<file path="src/hdl/ucer_pkg.sv">
// Shared types, codes and descriptor table for the endpoint-zero responder.
package ucer_pkg;

    localparam logic [1:0] STAGE_SETUP      = 2'd0;
    localparam logic [1:0] STAGE_IN_DATA    = 2'd1;
    localparam logic [1:0] STAGE_IN_STATUS  = 2'd2;
    localparam logic [1:0] STAGE_OUT_STATUS = 2'd3;

    localparam logic [1:0] KIND_SETUP   = 2'd0;
    localparam logic [1:0] KIND_STATUS2 = 2'd1;
    localparam logic [1:0] KIND_STATUS3 = 2'd2;
    localparam logic [1:0] KIND_DATA    = 2'd3;

    localparam logic [7:0] REQ_SET_ADDRESS    = 8'd5;
    localparam logic [7:0] REQ_GET_DESCRIPTOR = 8'd6;

    localparam logic [3:0] DEV_EVT_BUS_RESET    = 4'd1;
    localparam logic [3:0] DEV_EVT_CONNECT_DONE = 4'd2;
    localparam logic [3:0] EP_EVT_XFER_DONE     = 4'd1;

    localparam logic [7:0] DTYPE_DEVICE = 8'd1;
    localparam logic [7:0] DTYPE_CONFIG = 8'd2;
    localparam logic [7:0] DTYPE_STRING = 8'd3;

    localparam logic [2:0] DESC_NONE     = 3'd0;
    localparam logic [2:0] DESC_DEVICE   = 3'd1;
    localparam logic [2:0] DESC_CONFIG   = 3'd2;
    localparam logic [2:0] DESC_LANGUAGE = 3'd3;
    localparam logic [2:0] DESC_MAKER    = 3'd4;
    localparam logic [2:0] DESC_PRODUCT  = 3'd5;
    localparam logic [2:0] DESC_SERIAL   = 3'd6;

    localparam logic [5:0] SETUP_LEN    = 6'd8;
    localparam logic [5:0] MAX_DESC_LEN = 6'd34;

    typedef struct packed {
        logic [31:0] event_word;
        logic [7:0]  request_type;
        logic [7:0]  request_code;
        logic [15:0] request_value;
        logic [15:0] request_length;
    } t_request;

    typedef struct packed {
        logic       endpoint;
        logic [1:0] transfer_kind;
        logic [5:0] transfer_length;
        logic [2:0] descriptor_id;
        logic       address_write;
        logic [6:0] device_address;
    } t_result;

    typedef struct packed {
        logic [2:0] id;
        logic [5:0] length;
    } t_desc;

    function automatic t_desc desc_lookup(input logic [15:0] value);
        t_desc d;
        d = '{id: DESC_NONE, length: 6'd0};
        unique case (value[15:8])
            DTYPE_DEVICE: begin
                d = '{id: DESC_DEVICE, length: 6'd18};
            end
            DTYPE_CONFIG: begin
                d = '{id: DESC_CONFIG, length: 6'd18};
            end
            DTYPE_STRING: begin
                unique case (value[7:0])
                    8'd0:    d = '{id: DESC_LANGUAGE, length: 6'd4};
                    8'd1:    d = '{id: DESC_MAKER, length: 6'd34};
                    8'd2:    d = '{id: DESC_PRODUCT, length: 6'd18};
                    8'd3:    d = '{id: DESC_SERIAL, length: 6'd22};
                    default: d = '{id: DESC_NONE, length: 6'd0};
                endcase
            end
            default: begin
                d = '{id: DESC_NONE, length: 6'd0};
            end
        endcase
        return d;
    endfunction

endpackage

</file>
<file path="src/hdl/ucer_in_reg.sv">
// Input register: captures one request and holds it until the control stage takes it.
module ucer_in_reg
    import ucer_pkg::*;
(
    input  logic     i_clk,
    input  logic     i_rst_n,
    input  logic     i_valid,
    input  t_request i_req,
    input  logic     i_take,
    output logic     o_stall,
    output logic     o_valid,
    output t_request o_req
);

    logic     r_valid;
    t_request r_req;

    assign o_stall = r_valid && !i_take;

    always_ff @(posedge i_clk) begin
        if (!i_rst_n) begin
            r_valid <= 1'b0;
        end else if (!o_stall) begin
            r_valid <= i_valid;
        end
    end

    always_ff @(posedge i_clk) begin
        if (!o_stall && i_valid) begin
            r_req <= i_req;
        end
    end

    assign o_valid = r_valid;
    assign o_req   = r_req;

endmodule

</file>
<file path="src/hdl/ucer_ctrl.sv">
// Control-stage state, event decode and result selection.
module ucer_ctrl
    import ucer_pkg::*;
(
    input  logic     i_clk,
    input  logic     i_rst_n,
    input  logic     i_fire,
    input  t_request i_req,
    output logic     o_emit,
    output t_result  o_res
);

    logic [1:0] r_stage, n_stage;
    logic       r_addr_pend, n_addr_pend;
    logic [6:0] r_pend_addr, n_pend_addr;

    logic       is_dev;
    logic [3:0] dev_type;
    logic [4:0] ep_num;
    logic [3:0] ep_type;
    t_desc      desc;
    logic       desc_hit;
    logic [5:0] resp_len;
    logic [2:0] resp_id;

    assign is_dev   = i_req.event_word[0];
    assign dev_type = i_req.event_word[11:8];
    assign ep_num   = i_req.event_word[5:1];
    assign ep_type  = i_req.event_word[9:6];
    assign desc     = desc_lookup(i_req.request_value);
    assign desc_hit = (i_req.request_code == REQ_GET_DESCRIPTOR) && (desc.id != DESC_NONE);

    always_comb begin
        resp_id  = DESC_NONE;
        resp_len = 6'd0;
        if (desc_hit) begin
            resp_id  = desc.id;
            resp_len = (i_req.request_length < {10'd0, desc.length}) ?
                       i_req.request_length[5:0] : desc.length;
        end
    end

    always_comb begin
        n_stage     = r_stage;
        n_addr_pend = r_addr_pend;
        n_pend_addr = r_pend_addr;
        o_emit      = 1'b0;
        o_res       = '{endpoint: 1'b0, transfer_kind: KIND_SETUP, transfer_length: 6'd0,
                        descriptor_id: DESC_NONE, address_write: 1'b0,
                        device_address: 7'd0};
        if (is_dev) begin
            if (dev_type == DEV_EVT_BUS_RESET || dev_type == DEV_EVT_CONNECT_DONE) begin
                n_addr_pend           = 1'b0;
                n_stage               = STAGE_SETUP;
                o_emit                = 1'b1;
                o_res.transfer_length = SETUP_LEN;
            end
        end else if (ep_type == EP_EVT_XFER_DONE) begin
            unique case (r_stage)
                STAGE_SETUP: begin
                    if (ep_num == 5'd0) begin
                        o_emit = 1'b1;
                        if (desc_hit) begin
                            n_addr_pend = 1'b0;
                        end else if (i_req.request_code == REQ_SET_ADDRESS) begin
                            n_addr_pend = 1'b1;
                            n_pend_addr = i_req.request_value[6:0];
                        end
                        o_res.endpoint = 1'b1;
                        if (i_req.request_type[7] && resp_len != 6'd0) begin
                            n_stage               = STAGE_IN_DATA;
                            o_res.transfer_kind   = KIND_DATA;
                            o_res.transfer_length = resp_len;
                            o_res.descriptor_id   = resp_id;
                        end else begin
                            n_stage             = STAGE_IN_STATUS;
                            o_res.transfer_kind = KIND_STATUS2;
                        end
                    end
                end
                STAGE_IN_DATA: begin
                    if (ep_num == 5'd1) begin
                        o_emit              = 1'b1;
                        n_stage             = STAGE_OUT_STATUS;
                        o_res.transfer_kind = KIND_STATUS3;
                    end
                end
                STAGE_IN_STATUS, STAGE_OUT_STATUS: begin
                    if (ep_num == ((r_stage == STAGE_IN_STATUS) ? 5'd1 : 5'd0)) begin
                        o_emit                = 1'b1;
                        n_stage               = STAGE_SETUP;
                        n_addr_pend           = 1'b0;
                        o_res.transfer_length = SETUP_LEN;
                        o_res.address_write   = r_addr_pend;
                        o_res.device_address  = r_addr_pend ? r_pend_addr : 7'd0;
                    end
                end
                default: begin
                    n_stage = STAGE_SETUP;
                end
            endcase
        end
    end

    always_ff @(posedge i_clk) begin
        if (!i_rst_n) begin
            r_stage     <= STAGE_SETUP;
            r_addr_pend <= 1'b0;
            r_pend_addr <= 7'd0;
        end else if (i_fire) begin
            r_stage     <= n_stage;
            r_addr_pend <= n_addr_pend;
            r_pend_addr <= n_pend_addr;
        end
    end

endmodule

</file>
<file path="src/hdl/ucer_out_reg.sv">
// Output register: holds one transfer request until the consumer takes it.
module ucer_out_reg
    import ucer_pkg::*;
(
    input  logic    i_clk,
    input  logic    i_rst_n,
    input  logic    i_load,
    input  t_result i_res,
    input  logic    i_stall,
    output logic    o_ready,
    output logic    o_valid,
    output t_result o_res
);

    logic    r_valid;
    t_result r_res;

    assign o_ready = !r_valid || !i_stall;

    always_ff @(posedge i_clk) begin
        if (!i_rst_n) begin
            r_valid <= 1'b0;
        end else if (o_ready) begin
            r_valid <= i_load;
        end
    end

    always_ff @(posedge i_clk) begin
        if (o_ready && i_load) begin
            r_res <= i_res;
        end
    end

    assign o_valid = r_valid;
    assign o_res   = r_res;

endmodule

</file>
<file path="src/hdl/usb_control_endpoint_responder_core.sv">
// Endpoint-zero control responder: takes one controller event per cycle while the
// output is not stalled, and posts the next control transfer. A request passes
// through one input register, then the stage decode and descriptor table feeding
// the output register. One request is accepted every
// cycle while the output is not stalled; the control-stage registers update as a
// request passes from the input register to the output register, so back-to-back
// events see each other's effect. Events that cause no transfer are consumed with
// no result. Stall on the output backs up through the input register.
module usb_control_endpoint_responder_core
    import ucer_pkg::*;
(
    input  logic        i_clk,
    input  logic        i_rst_n,
    input  logic        i_valid,
    output logic        o_stall,
    input  logic [31:0] i_event_word,
    input  logic [7:0]  i_request_type,
    input  logic [7:0]  i_request_code,
    input  logic [15:0] i_request_value,
    input  logic [15:0] i_request_length,
    output logic        o_valid,
    input  logic        i_stall,
    output logic        o_endpoint,
    output logic [1:0]  o_transfer_kind,
    output logic [5:0]  o_transfer_length,
    output logic [2:0]  o_descriptor_id,
    output logic        o_address_write,
    output logic [6:0]  o_device_address
);

    t_request req_in, req_q;
    t_result  res_d, res_q;
    logic     req_valid, out_ready, fire, emit;

    assign req_in = '{event_word: i_event_word, request_type: i_request_type,
                      request_code: i_request_code, request_value: i_request_value,
                      request_length: i_request_length};

    ucer_in_reg u_in_reg (
        .i_clk   (i_clk),
        .i_rst_n (i_rst_n),
        .i_valid (i_valid),
        .i_req   (req_in),
        .i_take  (out_ready),
        .o_stall (o_stall),
        .o_valid (req_valid),
        .o_req   (req_q)
    );

    assign fire = req_valid && out_ready;

    ucer_ctrl u_ctrl (
        .i_clk   (i_clk),
        .i_rst_n (i_rst_n),
        .i_fire  (fire),
        .i_req   (req_q),
        .o_emit  (emit),
        .o_res   (res_d)
    );

    ucer_out_reg u_out_reg (
        .i_clk   (i_clk),
        .i_rst_n (i_rst_n),
        .i_load  (fire && emit),
        .i_res   (res_d),
        .i_stall (i_stall),
        .o_ready (out_ready),
        .o_valid (o_valid),
        .o_res   (res_q)
    );

    assign o_endpoint        = res_q.endpoint;
    assign o_transfer_kind   = res_q.transfer_kind;
    assign o_transfer_length = res_q.transfer_length;
    assign o_descriptor_id   = res_q.descriptor_id;
    assign o_address_write   = res_q.address_write;
    assign o_device_address  = res_q.device_address;

endmodule

</file>
<file path="config.mk">
export PLATFORM = sky130hd
export DESIGN_NAME = usb_control_endpoint_responder_core
export DESIGN_NICKNAME = d
export VERILOG_FILES = /design/src/hdl/ucer_pkg.sv /design/src/hdl/ucer_in_reg.sv /design/src/hdl/ucer_ctrl.sv /design/src/hdl/ucer_out_reg.sv /design/src/hdl/usb_control_endpoint_responder_core.sv
export SDC_FILE = /design/constraint.sdc
export NUM_CORES = 1
export LEC_CHECK = 0
export ABC_AREA = 1
export BUFFER_PORTS_ARGS = -buffer_cell sky130_fd_sc_hd__buf_2
export CAP_MARGIN = 20
export CORE_MARGIN = 5
export CORE_UTILIZATION = 54
export CTS_CLUSTER_DIAMETER = 120
export DETAILED_ROUTE_END_ITERATION = 12
export PLACE_DENSITY = 0.79
export SYNTH_ARGS = -nofsm -noshare
export SYNTH_HDL_FRONTEND = slang
export SYNTH_HIERARCHICAL = 1
export SYNTH_SLANG_ARGS = --single-unit
</file>
<file path="constraint.sdc">
create_clock -name i_clk -period 5.7 [get_ports i_clk]
set_input_delay 0.285 -clock i_clk [delete_from_list [all_inputs] [get_ports i_clk]]
set_output_delay 0.285 -clock i_clk [all_outputs]
set_load 0.01 [all_outputs]
</file>
# Word level (Yosys, flattened, before mapping)
# Cells that the tools add are included.
[op_classes] n_addsub=0 mul=0 div_mod_pow=0 magnitude_cmp=1 eq_ne=21 n_shift=0 n_mux=43 bitwise=9 n_reduce_logical=29
[op_table] operator="$pmux W9 S4" count=1
[op_table] operator="$eq A8 B2 Y1 const B" count=4
[op_table] operator="$pmux W9 S3" count=1
[op_table] operator="$mux W2" count=9
[op_table] operator="$mux W6" count=3
[op_table] operator="$mux W17" count=1
[op_table] operator="$eq A8 B1 Y1 const B" count=2
[op_table] operator="$eq A8 B3 Y1 const B" count=2
[op_table] operator="$lt A16 B6 Y1" count=1
[op_table] operator="$mux W8" count=2
[op_table] operator="$mux W1" count=14
[op_table] operator="$reduce_and A7 Y1" count=2
[op_table] operator="$mux W12" count=1
[op_table] operator="$pmux W6 S2" count=1
[op_table] operator="$mux W9" count=1
[op_table] operator="$ne A3 B2 Y1 const B" count=3
[op_table] operator="$not A1 Y1" count=9
[op_table] operator="$eq A4 B1 Y1 const B" count=2
[op_table] operator="$logic_not A8 Y1" count=1
[op_table] operator="$mux W4" count=2
[op_table] operator="$logic_and A1 B1 Y1" count=7
[op_table] operator="$mux W7" count=1
[op_table] operator="$mux W3" count=2
[op_table] operator="$pmux W2 S3" count=1
[op_table] operator="other kinds (23)" count=30
[word_totals] register_bits=92 latchBits=0 ramBits=0 romBits=0 inputBits=84 out_inout_bits=22 word_cells=119 mem_count=0

# Depth between registers and ports, before layout
[logic_depth] depth_word=13 depth_mapped=22 mapped_depth_nobuf=22

# Cells and area by module
# The synthesis kept the hierarchy.
[by_module_without_submodules] mod="ucer_in_reg" n_inst=1 cells_per_inst=88 area_per_inst_um2=2452.4 seq_area_each_um2=2422.3
[by_module_without_submodules] mod="ucer_ctrl" n_inst=1 cells_per_inst=231 area_per_inst_um2=1357.6 seq_area_each_um2=200.2
[by_module_without_submodules] mod="ucer_out_reg" n_inst=1 cells_per_inst=26 area_per_inst_um2=648.1 seq_area_each_um2=620.6
[by_module_without_submodules] mod="usb_control_endpoint_responder_core" n_inst=1 cells_per_inst=4 area_per_inst_um2=17.5 seq_area_each_um2=0.0

# Worst setup path before layout
# No wires, ideal clock.
[synth_path] path_type="register -> register" start="register u_out_reg.r_valid (netlist: u_out_reg/o_valid)" end="register u_in_reg.r_req (netlist bit u_in_reg/o_req[0]), enable pin" setup_time_ns=0.520 arrival_time_ns=3.948 t_required_ns=5.180 slack_ns=1.232 path_stages_with_launch=6 path_buffers=0 synth_period_minus_slack_ns=4.468 cell_sequence="dfxtp_1 -> nand2_2 -> inv_1 -> nand2_2 -> inv_2 -> nor2_1"
[synth_via] elab_chain_len=6
[synth_rtl] item="start: declaration" line="ucer_out_reg.sv:15" rtl="logic r_valid;"
[synth_rtl] item="start signal: assignment" line="ucer_out_reg.sv:24" rtl="r_valid <= i_load;"
[synth_rtl] item="$logic_not A1 Y1" line="ucer_out_reg.sv:18" rtl="assign o_ready = !r_valid || !i_stall;"
[synth_rtl] item="$logic_or A1 B1 Y1" line="ucer_out_reg.sv:18"
[synth_rtl] item="via out_ready" line="usb_control_endpoint_responder_core.sv:33" rtl="logic req_valid, out_ready, fire, emit;"
[synth_rtl] item="$logic_not A1 Y1" line="ucer_in_reg.sv:18" rtl="assign o_stall = r_valid && !i_take;"
[synth_rtl] item="$logic_and A1 B1 Y1" line="ucer_in_reg.sv:18"
[synth_rtl] item="via o_stall" line="usb_control_endpoint_responder_core.sv:15" rtl="output logic o_stall,"
[synth_rtl] item="$logic_not A1 Y1"
[synth_rtl] item="$logic_and A1 B1 Y1" line="ucer_in_reg.sv:29" rtl="if (!o_stall && i_valid) begin"
[synth_rtl] item="end signal: assignment" line="ucer_in_reg.sv:30" rtl="r_req <= i_req;"
[synth_rtl] item="end: declaration" line="ucer_in_reg.sv:16" rtl="t_request r_req;"
# The timed path passes the listed nets, and every way through them passes these cells.
# A chain may end at the register's enable or synchronous reset.

# Worst setup path after layout
[layout_path] start="register u_in_reg.r_req (netlist bit u_in_reg/o_req[52])" end="register u_out_reg.r_res (netlist bit u_out_reg/o_res[5]), enable pin"
[layout_via] elab_chain_len=7 word_cells_on_any_way=11 cone_classes="eq/ne: 2; mux: 6; reduce/logical: 3"
[layout_rtl] item="$eq A5 B1 Y1, or another cell as far along" line="ucer_ctrl.sv:89" rtl="if (ep_num == ((r_stage == STAGE_IN_STATUS) ? 5'd1 : 5'd0)) begin"
[layout_rtl] item="$mux W1 (on tied branches)" line="ucer_ctrl.sv:89, ucer_ctrl.sv:61, ucer_ctrl.sv:82"
[layout_rtl] item="$pmux W1 S3 *" line="ucer_ctrl.sv:59" rtl="unique case (r_stage)"
[layout_rtl] item="$mux W1 *" line="ucer_ctrl.sv:58" rtl="end else if (ep_type == EP_EVT_XFER_DONE) begin"
[layout_rtl] item="$mux W1 *" line="ucer_ctrl.sv:51" rtl="if (is_dev) begin"
[layout_rtl] item="via emit" line="usb_control_endpoint_responder_core.sv:33"
[layout_rtl] item="$logic_and A1 B1 Y1 *" line="usb_control_endpoint_responder_core.sv:64" rtl=".i_load (fire && emit),"
[layout_rtl] item="$logic_and A1 B1 Y1 *" line="ucer_out_reg.sv:29" rtl="if (o_ready && i_load) begin"
[layout_rtl] item="end signal: assignment" line="ucer_out_reg.sv:30" rtl="r_res <= i_res;"
[layout_rtl] item="end: declaration" line="ucer_out_reg.sv:16" rtl="t_result r_res;"
# Mark *: on every way through the listed nets, which the timed path passes. The rest lies on a longest branch.

==> results.yml <==
setup_path:
  critPathMostFrequentCell: "inv_1"
  r2r_end: "u_out_reg/o_res[5]"
  cp_cell_sequence: "nor2_1, inv_1, nor3_1, nand3_1, nor2_1, inv_1, nor2_1, inv_1, nand3_1, inv_1, nor2_2, inv_1, a21oi_2"
  slowest_stage: "a21oi_2"
  r2r_slack_ps: 2610
  max_stage_delay_ps: 700
  r2r_start: "u_in_reg/o_req[52]"
  rr_worst_depth: 13
  crit_path_end_kind: "flop"
  crit_type: "flop to flop"
  startpoint_type: "flop"
  required_ps: 5660
  crit_family: "simple AND/OR/NAND/NOR gates"
  worstPathMaxFanout: 20
  path_depth: 13
  cp.arrival_ps: 3050
  cp-startpoint: "u_in_reg/o_req[52]"
  cp.buffers_inverters: 5
global_route:
  overflow: 0
  track_usage: 0.156
  grt_max_degree: 54
  grt_pass1_vias: 2428
  grt_pass1_wl_um: 10400
  antenna_found_initial: 0
timing:
  final.setup_skew_ps: 9.16
  setup_viol: 0
  layout_worst_path_cycle_share: 0.542
  max_slew_margin: 0.358
  fin_crit_ps: 3090
  fmax_ghz: 0.324
  worst_slew_pin_slew_ps: 962
  hold_viol: 0
  setup-tns-final_ps: 0
  rsz0062_at_grt: "no"
  slew_violations: 0
drt:
  antenna_left: 0
  via_per_inst: 4.90
  drt-total-wl_um: 6220
  vias: 2422
  first_pass_iters: 7
  drtIter0Drc: 211
  wl_per_cell_um: 12.6
  drc: 0
power:
  irDropWorstVdd_mv: 0.176
  p_leak_nw: 1.78
  power_density_nw_per_um2: 294
placed_design:
  hpwl_um: 4640
  place_area_um2: 4160
  gp_congestion: 0.806
  portBuffers: 78
layout:
  syn_to_final_growth_pct: 20.6
  layout-drive-gt1-share: 0.324
  antenna_cells: 0
  nets: 496
  design_area_um2: 4420
synth:
  syn_area_um2: 3660
  syn-num-nets: 409
  netlist_instances: 322
  yosysWarnings: 6
  syn_avg_cell_area_um2: 11.4
floorplan:
  core_region_area_um2: 6680
  start_util: 0.549
  die_w_um: 92.4
  die-area_um2: 8530
  fp-row-count: 30
  die_h_um: 92.4
  ioPinCount: 106
clock_network:
  worst_skew_pair.late_latency_ps: 340
  hold_buffers: 0
  path_clk_slew_ps: 80
  post_cts_buffers: 0
  cts.sinks: 85
  cts_resized: 0
  root_buffer: "clkbuf_8"
  cts_tree: "yes"
  cts_buffer_depth: 2
  htree_levels: 3
  numCtsBuffers: 9
min_path:
  worst_hold_path.num_cells: 1
  hold-path-endpoint: "u_in_reg/o_req[58]"
  holdCritPathClass: "primary input to flop"
  hold_start: "i_event_word[10]"
flow_run:
  cap_viol_max_count: 0
outcome:
  outcome: "completed"
## where the power goes
group | switching [mW] | internal [mW] | leakage (nW) | total [mW]
logic | 0.0332 | 0.0247 | 0.865 | 0.0579
registers | 0.0112 | 0.699 | 0.787 | 0.710
clock network | 0.198 | 0.334 | 0.131 | 0.532
## cells in the final DEF (no fill, tap or decap), types with 4 or more instances in the layout
cell type and n:
a211oi_1 7, a21oi_1 6, buf_2 78, bufinv_16 4
clkbuf_8 9, dfxtp_1 12, edfxtp_1 73, inv_1 57
inv_2 6, nand2_1 39, nand2_2 8, nand3_1 12
nand3_2 6, nor2_1 43, nor2_4 4, nor3_1 6
nor3_2 4
## stage by stage
step	total power [mW]	worst slack, ps	util	hold WS [ps]	std cells
after floorplan	0.752	2410	-	384	322
after global placement	0.778	2750	0.622	457	478
after detailed placement	0.782	2610	0.622	452	478
after CTS	1.31	2610	0.661	93.8	494
after global routing	1.35	2220	0.661	82.0	494
final	1.30	2610	0.661	112	494
## how the worst max path moves through the flow
stage / end
after CTS: u_out_reg/o_res[14]
after global routing: u_out_reg/o_res[5]
after global placement: u_out_reg/o_res[14]
after floorplan: u_in_reg/o_req[0]
after detailed placement: u_out_reg/o_res[14]
final: u_out_reg/o_res[5]
## worst reg2reg max path, delay by kind of cell (launching register included)
kind                   cells  cell delay (ps)
AOI/OAI and AO/OA          1              700
buffers and inverters      5              310
DFF                        1              370
and+or+nand+nor            7             1340
## layer usage
layer,vias to the layer above,share of wire,GRT usage
met5,-,0,0
met4,0,0.013,0.0631
met3,10,0.086,0.0504
met2,98,0.49,0.257
met1,1069,0.41,0.189
li1,1245,-,-
## sequential cells by signal, summed over array words and instances, names as in the netlist
register	flops
u_ctrl/r_addr_pend	1
u_out_reg/o_valid	1
u_in_reg/o_req	53
u_in_reg/o_valid	1
u_ctrl/r_pend_addr	7
u_out_reg/o_res	20
u_ctrl/r_stage	2
## final cells by class
| cell class | instances | area (um2) |
|---|---|---|
| sequential | 85 | 2430 |
| fill | 521 | 2260 |
| multi-input combinational | 169 | 978 |
| timing repair buffer | 79 | 398 |
| inverter | 65 | 249 |
| clock inverter | 7 | 138 |
| clock buffer | 9 | 124 |
| tap | 80 | 100 |
No activity file was read; power rests on OpenSTA's default activity.
